--- src/rtl/bsas_pkg.sv ---
// bsas_pkg: shared codes, constants and cmd/meta structs for the breath sensor sequencer.
// No dependencies; imported by bsas_ctrl, bsas_dp and the top level.
package bsas_pkg;

    // input event kinds (tuser)
    localparam logic [2:0] MODE_TICK  = 3'd0;
    localparam logic [2:0] MODE_XFER  = 3'd1;
    localparam logic [2:0] MODE_START = 3'd2;
    localparam logic [2:0] MODE_STOP  = 3'd3;
    localparam logic [2:0] MODE_CLEAR = 3'd4;

    // sequence phases
    localparam logic [1:0] PH_IDLE = 2'd0;
    localparam logic [1:0] PH_REQ  = 2'd1;
    localparam logic [1:0] PH_FLOW = 2'd2;
    localparam logic [1:0] PH_PRES = 2'd3;

    // bus actions
    localparam logic [1:0] ACT_NONE      = 2'd0;
    localparam logic [1:0] ACT_READ_PRES = 2'd1;
    localparam logic [1:0] ACT_READ_FLOW = 2'd2;
    localparam logic [1:0] ACT_SEND_REQ  = 2'd3;

    localparam logic [15:0] PERIOD_RESET = 16'd500;
    localparam logic [7:0]  BYTE_ALL_ONES = 8'hFF;

    // pressure: q = round(4499648*a + 1638375) / 3276750 with a = |raw14 - 1638|
    localparam logic [13:0] PRES_OFS = 14'd1638;
    localparam logic [22:0] PRES_K   = 23'd4499648;
    localparam logic [21:0] PRES_B   = 22'd1638375;
    localparam logic [21:0] PRES_D   = 22'd3276750;
    localparam logic [17:0] PRES_M   = 18'd20971;     // floor(2^36 / PRES_D)

    // flow: q = (512*a + 105) / 210 with a = |raw16|
    localparam logic [22:0] FLOW_K   = 23'd512;
    localparam logic [21:0] FLOW_B   = 22'd105;
    localparam logic [21:0] FLOW_D   = 22'd210;
    localparam logic [17:0] FLOW_M   = 18'd159783;    // floor(2^25 / FLOW_D)

    // volume: |acc| >> 10, then / 15 with saturation at 2^31
    localparam logic [34:0] VOL_LIM  = 35'd32212254720; // 15 * 2^31
    localparam logic [31:0] VOL_M    = 32'd2290649224;  // floor(2^35 / 15)
    localparam logic [35:0] VOL_DEN  = 36'd15;
    localparam logic [31:0] VOL_MAX  = 32'h7FFF_FFFF;
    localparam logic [31:0] VOL_MIN  = 32'h8000_0000;

    localparam int IN_W  = 64;
    localparam int OUT_W = 88;

    typedef struct packed {
        logic load_pres;
        logic load_flow;
        logic clr;
        logic mk;
        logic mm;
        logic md;
        logic fix;
        logic mi;
        logic acc;
        logic vabs;
        logic vmul;
        logic vfix;
    } t_cmd;

    typedef struct packed {
        logic [1:0] action;
        logic       sample;
        logic       led;
        logic [1:0] phase;
    } t_meta;

endpackage

--- src/rtl/bsas_dp.sv ---
// bsas_dp: datapath for pressure/flow scaling, volume integration and volume readout.
// Steps are enabled one at a time by bsas_ctrl through t_cmd; uses bsas_pkg.
module bsas_dp (
    input  logic                i_clk,
    input  logic                i_rst_n,
    input  bsas_pkg::t_cmd      i_cmd,
    input  logic [7:0]          i_b0,
    input  logic [7:0]          i_b1,
    input  logic [31:0]         i_now,
    output logic signed [15:0]  o_pres,
    output logic signed [17:0]  o_flow,
    output logic signed [31:0]  o_vol,
    output logic [15:0]         o_intv
);
    import bsas_pkg::*;

    logic               r_kind;     // 1: flow, 0: pressure
    logic               r_neg;
    logic [15:0]        r_mag;
    logic [35:0]        r_x;
    logic [16:0]        r_q0;
    logic [35:0]        r_t;
    logic signed [15:0] r_pres;
    logic signed [17:0] r_flow;
    logic [31:0]        r_last;
    logic [15:0]        r_intv;
    logic signed [34:0] r_dv;
    logic signed [63:0] r_acc;
    logic [34:0]        r_vm;
    logic               r_vneg;
    logic               r_vsat;
    logic [31:0]        r_vq0;
    logic signed [31:0] r_vol;

    logic [13:0]        w_raw14;
    logic [15:0]        w_raw16;
    logic [22:0]        w_k;
    logic [21:0]        w_b;
    logic [21:0]        w_d;
    logic [17:0]        w_m;
    logic [38:0]        w_mk;
    logic [53:0]        w_mm;
    logic [38:0]        w_md;
    logic [35:0]        w_r;
    logic [16:0]        w_q;
    logic [17:0]        w_res;
    logic signed [16:0] w_iv;
    logic signed [64:0] w_sum;
    logic [63:0]        w_abs;
    logic [53:0]        w_vmag;
    logic [66:0]        w_vprod;
    logic [35:0]        w_v15;
    logic [35:0]        w_vr;
    logic [31:0]        w_vq;

    always_comb begin
        w_raw14 = {i_b0[5:0], i_b1};
        w_raw16 = {i_b0, i_b1};
        w_k     = r_kind ? FLOW_K : PRES_K;
        w_b     = r_kind ? FLOW_B : PRES_B;
        w_d     = r_kind ? FLOW_D : PRES_D;
        w_m     = r_kind ? FLOW_M : PRES_M;
        w_mk    = 39'(r_mag) * 39'(w_k);
        w_mm    = 54'(r_x) * 54'(w_m);
        w_md    = 39'(r_q0) * 39'(w_d);
        w_r     = r_x - r_t;
        w_q     = r_q0 + 17'(w_r >= 36'(w_d));
        w_res   = r_neg ? (18'd0 - {1'b0, w_q}) : {1'b0, w_q};
        w_iv    = $signed({1'b0, r_intv});
        w_sum   = {r_acc[63], r_acc} + {{30{r_dv[34]}}, r_dv};
        w_abs   = r_acc[63] ? (~r_acc + 64'd1) : r_acc;
        w_vmag  = w_abs[63:10];
        w_vprod = 67'(r_vm) * 67'(VOL_M);
        w_v15   = {r_vq0, 4'b0} - {4'b0, r_vq0};
        w_vr    = {1'b0, r_vm} - w_v15;
        w_vq    = r_vq0 + 32'(w_vr >= VOL_DEN);
    end

    always_ff @(posedge i_clk) begin
        if (i_cmd.load_pres) begin
            r_kind <= 1'b0;
            r_neg  <= w_raw14 < PRES_OFS;
            r_mag  <= 16'((w_raw14 < PRES_OFS) ? (PRES_OFS - w_raw14) : (w_raw14 - PRES_OFS));
        end else if (i_cmd.load_flow) begin
            r_kind <= 1'b1;
            r_neg  <= !w_raw16[15] && (w_raw16 != 16'd0);
            r_mag  <= w_raw16[15] ? (~w_raw16 + 16'd1) : w_raw16;
        end
        if (i_cmd.mk) begin
            r_x <= w_mk[35:0] + 36'(w_b);
        end
        if (i_cmd.mm) begin
            r_q0 <= r_kind ? w_mm[41:25] : w_mm[52:36];
        end
        if (i_cmd.md) begin
            r_t <= w_md[35:0];
        end
        if (i_cmd.mi) begin
            r_dv <= 35'(r_flow) * 35'(w_iv);
        end
        if (i_cmd.vabs) begin
            r_vm   <= w_vmag[34:0];
            r_vneg <= r_acc[63];
            r_vsat <= w_vmag >= 54'(VOL_LIM);
        end
        if (i_cmd.vmul) begin
            r_vq0 <= w_vprod[66:35];
        end
    end

    always_ff @(posedge i_clk) begin
        if (!i_rst_n) begin
            r_pres <= '0;
            r_flow <= '0;
            r_acc  <= '0;
            r_last <= '0;
            r_intv <= '0;
            r_vol  <= '0;
        end else begin
            if (i_cmd.load_flow) begin
                r_intv <= i_now[15:0] - r_last[15:0];
                r_last <= i_now;
            end
            if (i_cmd.fix) begin
                if (r_kind) begin
                    r_flow <= $signed(w_res);
                end else begin
                    r_pres <= $signed(w_res[15:0]);
                end
            end
            if (i_cmd.clr) begin
                r_acc <= '0;
                r_vol <= '0;
            end else begin
                if (i_cmd.acc) begin
                    if (w_sum[64] != w_sum[63]) begin
                        r_acc <= w_sum[64] ? $signed({1'b1, 63'd0}) : $signed({1'b0, {63{1'b1}}});
                    end else begin
                        r_acc <= w_sum[63:0];
                    end
                end
                if (i_cmd.vfix) begin
                    if (r_vsat) begin
                        r_vol <= r_vneg ? VOL_MIN : VOL_MAX;
                    end else begin
                        r_vol <= r_vneg ? (32'd0 - w_vq) : w_vq;
                    end
                end
            end
        end
    end

    assign o_pres = r_pres;
    assign o_flow = r_flow;
    assign o_vol  = r_vol;
    assign o_intv = r_intv;

endmodule

--- src/rtl/bsas_ctrl.sv ---
// bsas_ctrl: sequencer state, heartbeat counter and step controller for bsas_dp.
// Uses bsas_pkg for codes and the t_cmd / t_meta structs.
module bsas_ctrl (
    input  logic                i_clk,
    input  logic                i_rst_n,
    input  logic                i_valid,
    input  logic [2:0]          i_mode,
    input  logic                i_err,
    input  logic [7:0]          i_b0,
    input  logic [7:0]          i_b1,
    input  logic [7:0]          i_b2,
    input  logic                i_cfg_valid,
    input  logic [15:0]         i_cfg_data,
    input  logic                i_out_free,
    output logic                o_ready,
    output logic                o_emit,
    output bsas_pkg::t_cmd      o_cmd,
    output bsas_pkg::t_meta     o_meta
);
    import bsas_pkg::*;

    localparam logic [3:0] S_IDLE = 4'd0;
    localparam logic [3:0] S_MK   = 4'd1;
    localparam logic [3:0] S_MM   = 4'd2;
    localparam logic [3:0] S_MD   = 4'd3;
    localparam logic [3:0] S_FIX  = 4'd4;
    localparam logic [3:0] S_MI   = 4'd5;
    localparam logic [3:0] S_ACC  = 4'd6;
    localparam logic [3:0] S_VABS = 4'd7;
    localparam logic [3:0] S_VMUL = 4'd8;
    localparam logic [3:0] S_VFIX = 4'd9;
    localparam logic [3:0] S_OUT  = 4'd10;

    logic [3:0]  r_state, n_state;
    logic [1:0]  r_phase, n_phase;
    logic        r_running, n_running;
    logic [15:0] r_tick, n_tick;
    logic [15:0] r_period;
    logic        r_flow_kind, n_flow_kind;
    t_meta       r_meta, n_meta;
    logic [15:0] w_tick_inc;

    assign w_tick_inc = r_tick + 16'd1;

    always_comb begin
        n_state     = r_state;
        n_phase     = r_phase;
        n_running   = r_running;
        n_tick      = r_tick;
        n_flow_kind = r_flow_kind;
        n_meta      = r_meta;
        o_cmd       = '0;
        o_emit      = 1'b0;
        case (r_state)
            S_IDLE: begin
                if (i_valid) begin
                    n_state       = S_OUT;
                    n_meta.action = ACT_NONE;
                    n_meta.sample = 1'b0;
                    n_meta.led    = 1'b0;
                    case (i_mode)
                        MODE_TICK: begin
                            if (r_running && r_phase == PH_IDLE) begin
                                n_phase       = PH_PRES;
                                n_meta.action = ACT_READ_PRES;
                                if (w_tick_inc == r_period) begin
                                    n_meta.led = 1'b1;
                                    n_tick     = '0;
                                end else begin
                                    n_tick = w_tick_inc;
                                end
                            end
                        end
                        MODE_XFER: begin
                            case (r_phase)
                                PH_PRES: begin
                                    n_phase       = PH_FLOW;
                                    n_meta.action = ACT_READ_FLOW;
                                    if (!i_err && i_b0[7:6] == 2'd0) begin
                                        o_cmd.load_pres = 1'b1;
                                        n_flow_kind     = 1'b0;
                                        n_state         = S_MK;
                                    end
                                end
                                PH_REQ: begin
                                    n_phase = PH_IDLE;
                                end
                                PH_FLOW: begin
                                    if (i_err || (i_b0 == BYTE_ALL_ONES && i_b1 == BYTE_ALL_ONES
                                                  && i_b2 == BYTE_ALL_ONES)) begin
                                        n_phase = PH_IDLE;
                                    end else begin
                                        o_cmd.load_flow = 1'b1;
                                        n_flow_kind     = 1'b1;
                                        n_phase         = PH_REQ;
                                        n_meta.action   = ACT_SEND_REQ;
                                        n_meta.sample   = 1'b1;
                                        n_state         = S_MK;
                                    end
                                end
                                default: begin
                                end
                            endcase
                        end
                        MODE_START: begin
                            n_running     = 1'b1;
                            n_phase       = PH_REQ;
                            n_meta.action = ACT_SEND_REQ;
                        end
                        MODE_STOP: begin
                            n_running = 1'b0;
                        end
                        MODE_CLEAR: begin
                            o_cmd.clr = 1'b1;
                        end
                        default: begin
                        end
                    endcase
                    n_meta.phase = n_phase;
                end
            end
            S_MK: begin
                o_cmd.mk = 1'b1;
                n_state  = S_MM;
            end
            S_MM: begin
                o_cmd.mm = 1'b1;
                n_state  = S_MD;
            end
            S_MD: begin
                o_cmd.md = 1'b1;
                n_state  = S_FIX;
            end
            S_FIX: begin
                o_cmd.fix = 1'b1;
                n_state   = r_flow_kind ? S_MI : S_OUT;
            end
            S_MI: begin
                o_cmd.mi = 1'b1;
                n_state  = S_ACC;
            end
            S_ACC: begin
                o_cmd.acc = 1'b1;
                n_state   = S_VABS;
            end
            S_VABS: begin
                o_cmd.vabs = 1'b1;
                n_state    = S_VMUL;
            end
            S_VMUL: begin
                o_cmd.vmul = 1'b1;
                n_state    = S_VFIX;
            end
            S_VFIX: begin
                o_cmd.vfix = 1'b1;
                n_state    = S_OUT;
            end
            S_OUT: begin
                if (i_out_free) begin
                    o_emit  = 1'b1;
                    n_state = S_IDLE;
                end
            end
            default: begin
                n_state = S_IDLE;
            end
        endcase
    end

    always_ff @(posedge i_clk) begin
        if (!i_rst_n) begin
            r_state     <= S_IDLE;
            r_phase     <= PH_IDLE;
            r_running   <= 1'b0;
            r_tick      <= '0;
            r_period    <= PERIOD_RESET;
            r_flow_kind <= 1'b0;
            r_meta      <= '0;
        end else begin
            r_state     <= n_state;
            r_phase     <= n_phase;
            r_running   <= n_running;
            r_tick      <= n_tick;
            r_flow_kind <= n_flow_kind;
            r_meta      <= n_meta;
            if (i_cfg_valid) begin
                r_period <= i_cfg_data;
            end
        end
    end

    assign o_ready = (r_state == S_IDLE);
    assign o_meta  = r_meta;

endmodule

--- src/rtl/breath_sensor_acquisition_sequencer.sv ---
// breath_sensor_acquisition_sequencer: top level, stream ports and output register.
// Instantiates bsas_ctrl and bsas_dp; uses bsas_pkg.
//
//  channel   dir  handshake                  payload
//  s_axis    in   s_axis_tvalid/tready       tdata[56:0], tuser[2:0] = mode
//  m_axis    out  m_axis_tvalid/tready       tdata[86:0], tuser[0] = flow_sample_new
//  cfg       in   i_cfg_valid/o_cfg_ready    i_cfg_data = led_toggle_period
//
//  Events with no arithmetic go straight to the output step; a pressure reply
//  runs MK, MM, MD and FIX, and a flow reply then adds MI, ACC, VABS, VMUL, VFIX.
//  An item is taken only while the controller is idle; one result may wait in
//  the output register while the next item is processed.
//  Reset: synchronous, active low; period to 500, control and result state cleared.
//  A stalled output holds the controller in its final step until the register frees.
module breath_sensor_acquisition_sequencer (
    input  logic        i_clk,
    input  logic        i_rst_n,
    input  logic        s_axis_tvalid,
    output logic        s_axis_tready,
    // [0] bus_error, [8:1] rx_byte_first, [16:9] rx_byte_second,
    // [24:17] rx_byte_third, [56:25] now_us, rest zero
    input  logic [63:0] s_axis_tdata,
    // [2:0] mode
    input  logic [2:0]  s_axis_tuser,
    output logic        m_axis_tvalid,
    input  logic        m_axis_tready,
    // [1:0] bus_action, [17:2] pressure_q8, [35:18] flow_q8, [67:36] volume_ul,
    // [83:68] flow_interval_us, [84] led_toggle, [86:85] phase_now, [87] zero
    output logic [87:0] m_axis_tdata,
    // [0] flow_sample_new
    output logic        m_axis_tuser,
    input  logic        i_cfg_valid,
    output logic        o_cfg_ready,
    input  logic [15:0] i_cfg_data
);
    import bsas_pkg::*;

    t_cmd               w_cmd;
    t_meta              w_meta;
    logic               w_emit;
    logic               w_out_free;
    logic               w_ready;
    logic signed [15:0] w_pres;
    logic signed [17:0] w_flow;
    logic signed [31:0] w_vol;
    logic [15:0]        w_intv;

    logic               r_m_valid;
    logic [OUT_W-1:0]   r_m_data;
    logic               r_m_user;

    assign w_out_free    = !r_m_valid || m_axis_tready;
    assign s_axis_tready = w_ready;
    assign o_cfg_ready   = 1'b1;

    bsas_ctrl u_ctrl (
        .i_clk       (i_clk),
        .i_rst_n     (i_rst_n),
        .i_valid     (s_axis_tvalid),
        .i_mode      (s_axis_tuser),
        .i_err       (s_axis_tdata[0]),
        .i_b0        (s_axis_tdata[8:1]),
        .i_b1        (s_axis_tdata[16:9]),
        .i_b2        (s_axis_tdata[24:17]),
        .i_cfg_valid (i_cfg_valid),
        .i_cfg_data  (i_cfg_data),
        .i_out_free  (w_out_free),
        .o_ready     (w_ready),
        .o_emit      (w_emit),
        .o_cmd       (w_cmd),
        .o_meta      (w_meta)
    );

    bsas_dp u_dp (
        .i_clk   (i_clk),
        .i_rst_n (i_rst_n),
        .i_cmd   (w_cmd),
        .i_b0    (s_axis_tdata[8:1]),
        .i_b1    (s_axis_tdata[16:9]),
        .i_now   (s_axis_tdata[56:25]),
        .o_pres  (w_pres),
        .o_flow  (w_flow),
        .o_vol   (w_vol),
        .o_intv  (w_intv)
    );

    always_ff @(posedge i_clk) begin
        if (!i_rst_n) begin
            r_m_valid <= 1'b0;
        end else if (w_emit) begin
            r_m_valid <= 1'b1;
        end else if (m_axis_tready) begin
            r_m_valid <= 1'b0;
        end
    end

    always_ff @(posedge i_clk) begin
        if (w_emit) begin
            r_m_data <= {1'b0, w_meta.phase, w_meta.led,
                         w_meta.sample ? w_intv : 16'd0,
                         w_vol, w_flow, w_pres, w_meta.action};
            r_m_user <= w_meta.sample;
        end
    end

    assign m_axis_tvalid = r_m_valid;
    assign m_axis_tdata  = r_m_data;
    assign m_axis_tuser  = r_m_user;

`ifndef NO_ASSERTIONS
    a_busy_after_accept: assert property (@(posedge i_clk) disable iff (!i_rst_n)
        s_axis_tvalid && s_axis_tready |=> !s_axis_tready)
        else $error("input accepted twice in consecutive cycles");

    a_sample_sends_req: assert property (@(posedge i_clk) disable iff (!i_rst_n)
        m_axis_tvalid && m_axis_tuser |->
            m_axis_tdata[1:0] == ACT_SEND_REQ && m_axis_tdata[86:85] == PH_REQ)
        else $error("flow sample without flow request");

    a_interval_only_with_sample: assert property (@(posedge i_clk) disable iff (!i_rst_n)
        m_axis_tvalid && !m_axis_tuser |-> m_axis_tdata[83:68] == 16'd0)
        else $error("interval reported without a flow sample");

    a_led_on_tick: assert property (@(posedge i_clk) disable iff (!i_rst_n)
        m_axis_tvalid && m_axis_tdata[84] |->
            m_axis_tdata[1:0] == ACT_READ_PRES && m_axis_tdata[86:85] == PH_PRES)
        else $error("heartbeat toggle outside a pressure read start");
`endif

endmodule

--- config.mk ---
export PLATFORM = sky130hd
export DESIGN_NAME = breath_sensor_acquisition_sequencer
export DESIGN_NICKNAME = d
export VERILOG_FILES = /design/src/rtl/bsas_pkg.sv /design/src/rtl/bsas_dp.sv /design/src/rtl/bsas_ctrl.sv /design/src/rtl/breath_sensor_acquisition_sequencer.sv
export SDC_FILE = /design/constraint.sdc
export NUM_CORES = 2
export LEC_CHECK = 0
export BUFFER_PORTS_ARGS = -buffer_cell sky130_fd_sc_hd__buf_4
export CELL_PAD_IN_SITES_DETAIL_PLACEMENT = 1
export CELL_PAD_IN_SITES_GLOBAL_PLACEMENT = 2
export CORE_ASPECT_RATIO = 0.8
export CORE_MARGIN = 1
export CORE_UTILIZATION = 46
export DETAILED_ROUTE_END_ITERATION = 12
export GPL_TIMING_DRIVEN = 0
export PLACE_DENSITY_LB_ADDON = 0.1
export SETUP_SLACK_MARGIN = 0.02
export SYNTH_ARGS = -nofsm -noshare
export SYNTH_HDL_FRONTEND = slang
export SYNTH_SLANG_ARGS = --single-unit
--- constraint.sdc ---
create_clock -name i_clk -period 16.3 [get_ports i_clk]
set_input_delay 2.445 -clock i_clk [delete_from_list [all_inputs] [get_ports i_clk]]
set_output_delay 2.445 -clock i_clk [all_outputs]
set_load 0.02 [all_outputs]
# After elaboration in Yosys (flattened, before gate mapping)
# Index checks and enable logic that the tools add are counted.
# Widths: inputs -> output; s select.
[op_classes] n_addsub=15 multipliers=5 n_div=0 magnitude_cmp=4 eq_ne=28 n_shift=0 mux=65 bitwise=4 n_reduce_logical=29
[op_table] operator="$mux 64" count=3
[op_table] operator="$mux 32" count=3
[op_table] operator="$mux 16" count=5
[op_table] operator="$add 64x35->65" count=1
[op_table] operator="$add 64x1->64 const B" count=1
[op_table] operator="$mul 35x29->64 const B" count=1
[op_table] operator="$not 64->64" count=1
[op_table] operator="$ge 54x35->1 const B" count=1
[op_table] operator="$mul 36x18->53" count=1
[op_table] operator="$pmux 4 s11" count=1
[op_table] operator="$add 36x22->36" count=1
[op_table] operator="$ge 36x22->1" count=1
[op_table] operator="$ge 36x4->1 const B" count=1
[op_table] operator="$mul 16x23->36" count=1
[op_table] operator="$mul 17x22->36" count=1
[op_table] operator="$mux 18" count=2
[op_table] operator="$sub 35x36->36" count=1
[op_table] operator="$sub 36x32->36" count=1
[op_table] operator="$sub 36x36->36" count=1
[op_table] operator="$mul 18x17->35" count=1
[op_table] operator="$add 16x1->16 const B" count=2
[op_table] operator="$add 32x1->32" count=1
[op_table] operator="$sub 1x32->32 const A" count=1
[op_table] operator="$mux 1" count=29
[op_table] operator="49 further kinds" count=88
[word_totals] ff_bits=506 latchBits=0 ram_bits=0 mem_bits_ro=0 input_bits=88 out_inout_bits=92 elab_cells=180 n_memories=0

# Longest topological paths before layout
[depth] depth_word=11 mapped_depth=37 ltp_nobuf=37

# Hierarchy
# A second synthesis with hierarchy kept.
[hier_totals] hier_cells=8100 area_unflattened_um2=75253.4
[by_module_without_submodules] module="bsas_dp" n_inst=1 cells_per_inst=7664 area_per_inst_um2=69725.6 seq_area_each_um2=9419.0
[by_module_without_submodules] module="breath_sensor_acquisition_sequencer" n_inst=1 cells_per_inst=113 area_per_inst_um2=2836.5 seq_area_each_um2=2662.6
[by_module_without_submodules] module="bsas_ctrl" n_inst=1 cells_per_inst=323 area_per_inst_um2=2691.3 seq_area_each_um2=880.8

# Worst setup path after synthesis
# Ideal clock, no wire load.
[synth_timing] kind="input port to flip-flop" start="input port m_axis_tready" end="register r_m_data[0], in the netlist m_axis_tdata[0], enable pin" setup_time_ns=0.642 t_arrival_ns=8.452 required_ns=15.658 setup_slack_ns=7.206 stages=2 n_path_buf=0 path_cell_list="nor2b_1 nor3_1"
[synth_between] elab_chain_cells=3
[synth_rtl] element="start, declared" line_no="breath_sensor_acquisition_sequencer.sv:26" rtl="input logic m_axis_tready,"
[synth_rtl] element="$logic_or 1x1->1" line_no="breath_sensor_acquisition_sequencer.sv:52" rtl="assign w_out_free = !r_m_valid || m_axis_tready;"
[synth_rtl] element="$mux 1" line_no="bsas_ctrl.sv:159" rtl="if (i_out_free) begin"
[synth_rtl] element="$mux 1" line_no="bsas_ctrl.sv:54" rtl="case (r_state)"
[synth_rtl] element="named net u_ctrl.o_emit" line_no="bsas_ctrl.sv:16" rtl="output logic o_emit,"
[synth_rtl] element="end signal, assigned" line_no="breath_sensor_acquisition_sequencer.sv:99" rtl="r_m_data <= {1'b0, w_meta.phase, w_meta.led,"
[synth_rtl] element="end, declared" line_no="breath_sensor_acquisition_sequencer.sv:49" rtl="logic [OUT_W-1:0] r_m_data;"
# The timed path passes the listed nets, and every way through them passes these cells.
# A chain may end at the register's enable or synchronous reset.

# Worst setup path after layout
[layout_timing] start="register u_dp.r_kind" end="register u_dp.r_q0[13], data pin"
[layout_between] elab_chain_cells=3
[layout_rtl] element="start, declared" line_no="bsas_dp.sv:17" rtl="logic r_kind;"
[layout_rtl] element="start signal, assigned" line_no="bsas_dp.sv:81" rtl="r_kind <= 1'b0;"
[layout_rtl] element="start signal, assigned" line_no="bsas_dp.sv:85" rtl="r_kind <= 1'b1;"
[layout_rtl] element="$mux 18" line_no="bsas_dp.sv:62" rtl="w_m = r_kind ? FLOW_M : PRES_M;"
[layout_rtl] element="$mul 36x18->53" line_no="bsas_dp.sv:64" rtl="w_mm = 54'(r_x) * 54'(w_m);"
[layout_rtl] element="$mux 17 *" line_no="bsas_dp.sv:93" rtl="r_q0 <= r_kind ? w_mm[41:25] : w_mm[52:36];"
[layout_rtl] element="end signal, assigned" line_no="bsas_dp.sv:93"
[layout_rtl] element="end, declared" line_no="bsas_dp.sv:21" rtl="logic [16:0] r_q0;"
# Mark *: on every way between the ends. The rest lies on a longest branch, timed or not.

==> results.md <==
* Sequential area share after synthesis at 17.3%
* RePlAce Congestion at 0.934
* Syn Area/Cell at 9.31 sq um
* Yosys top cell area share at 27.7%
* CP max stage cell: dfxtp_2
* Die height at 363 microns
* Routed vias at 57.9k
* Worst-path clk slew at 70 ps
* Crit path DAT at 11370 ps
* Hold Crit Endpoint: m_axis_tdata[46]$_DFFE_PP_
* Worst Hold Class: flop to flop
* Row count at 131
* PD cells at 197 nW/um^2
* Total length of routed wires at 236000 microns
* Wire per inst at 22.6 microns
* Dominant cell by count in the synthesized netlist: inv_1
* Reg2Reg Setup Slack at 5310 ps
* Die area at 164000 sq um
* Run status: complete, no violations
* Achievable Freq at 91.0 MHz
* Peak supply drop at 0.295 mV
* Layout Area Growth over Synthesis at 8.21%
* Die width at 453 microns
* Hold Path Origin: u_dp.o_vol[10]$_SDFFE_PP0P_
* Hold_buf cts at 0
* Post-Syn Instances at 8037
* Worst Setup SP: u_dp.r_kind$_SDFFE_PP0P_
* Post-CTS Repair Setup Buffers at 0
* Internal at 7460 uW
* Combinational power share at 78.1%
* H-Tree Depth at 2
* Synth Cell Area at 74800 sq um
* Hold Fails Final Rpt at 0
* Vias in the first global route at 62.9k
* Pin count of the biggest net entering global routing at 38
* Slew @ Worst Pin at 1340 ps
* Hpwl dp at 202000 microns
* Top-level port count at 180
* Crit share post-route at 67.4%
* WS Path Type: flop to flop
* CTS tree: built
* Port Buf Inserts at 146
* Final Max Tran Viols at 0
* Most used DFF post-synth: edfxtp_1
* Worst hold slack at 428 ps
* # fillers at 18.4k
* Worst-Skew Late Latency at 720 ps
* R2r startpoint: u_dp.r_kind$_SDFFE_PP0P_
* Clock root buffer: clkbuf_16
* Critical Path Source Type: flop
* Tmin final at 10990 ps
* Via density at 5.53
* CTS buffer count at 61
* Core area at 160000 sq um
* GRT Overall Usage at 29.2%
* Final Cell Area at 81000 sq um
* Rel. slew slack at 10.6%
* EDFF count, synth at 293
* Setup TNS at 0 ps
* Antenna-violating nets left at 0
* Type of destination of the critical path: flop
* Final setup viols at 0
* Reg-to-Reg End: u_dp.r_q0[13]$_DFFE_PP_
* CTS Buffer Depth at 3
* Skew final at 51.9 ps
* MaxCap Viol Count at 0
* Seq pwr share at 13.2%
* Post-CTS resize count at 0
* CP Max Fanout at 24
* Post-synth cell types at 95
* Delay of the slowest critical-path stage at 920 ps
* Initial antenna violation count at 14
* Yosys warning count at 0
* R2R depth at 24
* Pwr Total at 16000 uW
* WP data required at 16690 ps
* Final design utilization at 50.5%
* Leak pwr at 0.0391 uW
* Global-route wire length before repair at 371000 microns
* Starting Density at 46.6%
* Total gr overflow at 0
* Top cells by area, synth: fa_1, ha_1, edfxtp_1
* Nets at 10.4k
* CP cell instances: clkbuf_1 > clkbuf_1 > clkbuf_1 > nor2_1 > fa_1 > fa_1 > ha_1 > inv_1 > fa_1 > inv_1 > fa_1 > fa_1 > ha_1 > a211o_1 > nor3_1 > a21oi_1 > a311oi_1 > o31a_1 > o21ai_0 > a221o_1 > a31o_2 > a21oi_1 > xor2_1 > o21ai_0
* # DRC at 0
* Most used cell along the critical path: fa_1
* Detailed Route Iter0 Violations at 3639
* Switching part of the total at 53.3%
* Drt first pass iters at 6
* Fraction of layout cells with a size suffix above 1 at 4.18%
* RSZ-0062 raised after global routing: false
* Clock network fraction of design power at 8.7%
* Hold Path Depth at 0
* Ys async rst share at 0%
* Cell taking the most area after synthesis: fa_1
* Placed Area at 78900 sq um
* Synth top cells by count: inv_1, fa_1, ha_1
* Yosys reg bits at 501
* CTS Sinks at 501
* Sw Pwr at 8510 uW
worst max-delay path, delay by kind of cell (launching register included):
family / cells / cell delay [ps]
xor+xnor: 1 / 90
compound gates: 9 / 3420
buf+inv: 5 / 2480
simple gates: 2 / 540
fa+ha+maj: 7 / 3170
flops: 1 / 920
metrics by stage:
stage / setup WS [ps] / std cells
final: 5310 / 10465
after global routing: 4970 / 10465
after CTS: 5300 / 10453
after detailed placement: 5410 / 10339
after global placement: 2610 / 10322
after floorplan: 7210 / 8048
how the worst max path moves through the flow:
stage                                            end  slack (ps)  cells past startpoint
after global placement    m_axis_tdata[62]$_DFFE_PP_        2610                      3
after global routing         u_dp.r_q0[13]$_DFFE_PP_        4970                     24
after detailed placement     u_dp.r_q0[13]$_DFFE_PP_        5410                     24
after CTS                    u_dp.r_q0[13]$_DFFE_PP_        5300                     24
after floorplan            m_axis_tdata[0]$_DFFE_PP_        7210                      2
final                        u_dp.r_q0[13]$_DFFE_PP_        5310                     24
power groups by stage:
stage	registers [uW]	clock network, uW	logic [uW]
floorplan	2040	0	8420
global placement	2140	0	12000
finish	2110	1390	12500
detailed placement	2130	0	12300
global route	2120	1470	14000
CTS	2110	1420	12500
sequential cells by signal (all words and copies together) (netlist names), 17 cells and up:
signal,cells
u_dp.r_dv,35
u_dp.r_vq0,32
u_dp.r_acc,64
u_dp.r_t,35
u_dp.o_vol,32
u_dp.r_vm,35
m_axis_tdata,87
u_dp.r_q0,17
u_dp.o_flow,18
u_dp.r_x,32
layout by cell type (no fill, tap or decap), types with 16 or more instances in the layout:
master / instances
nand3_1: 105
a31oi_1: 52
edfxtp_1: 293
xor2_1: 112
a21oi_1: 438
or3_1: 32
nor2_1: 415
o22ai_1: 48
a21boi_0: 16
a221oi_1: 16
clkbuf_16: 63
nand4_1: 67
xnor2_1: 286
or2_2: 24
clkbuf_1: 207
o211ai_1: 38
nand2_1: 590
fa_1: 1037
nor3_1: 111
and3_1: 42
o31ai_1: 33
a21o_1: 151
mux2i_1: 35
ha_1: 1003
buf_4: 151
o21ai_0: 224
o21a_1: 49
nor4_1: 32
and2_1: 194
o21bai_1: 41
nand2b_1: 45
dfxtp_1: 207
buf_2: 17
o221ai_1: 18
a211oi_1: 58
inv_1: 1619
nor2b_1: 91
per-layer routing:
layer	wire [microns]	GRT usage, %
met1	115000	42.9
met2	104000	45.7
met3	11100	3.47
met4	5820	7.00
met5	7	0
area by class of cell:
| cell class | count | area [sq um] | share of cell area (%) |
|---|---|---|---|
| buffer | 225 | 881 | 1.09 |
| multi-input combinational | 5698 | 55000 | 67.9 |
| timing repair buffer | 164 | 1350 | 1.67 |
| clock buffer | 70 | 1600 | 1.98 |
| sequential | 501 | 13000 | 16.0 |
| clock inverter | 44 | 403 | 0.498 |
| inverter | 1624 | 6100 | 7.53 |
| antenna | 11 | 27.5 | 0.0340 |
| tap | 2128 | 2660 | 3.29 |
cell families after synthesis:
kind of cell    Yosys count  share of synthesized area (%)
other cells               2                         0.0100
fa+ha+maj              2042                           44.5
simple gates           1829                           11.7
buf+inv                1849                           9.32
xor+xnor                398                           4.66
compound gates         1378                           11.9
mux                      38                          0.513
flops                   501                           17.3
(Power assumes the default switching activity.)
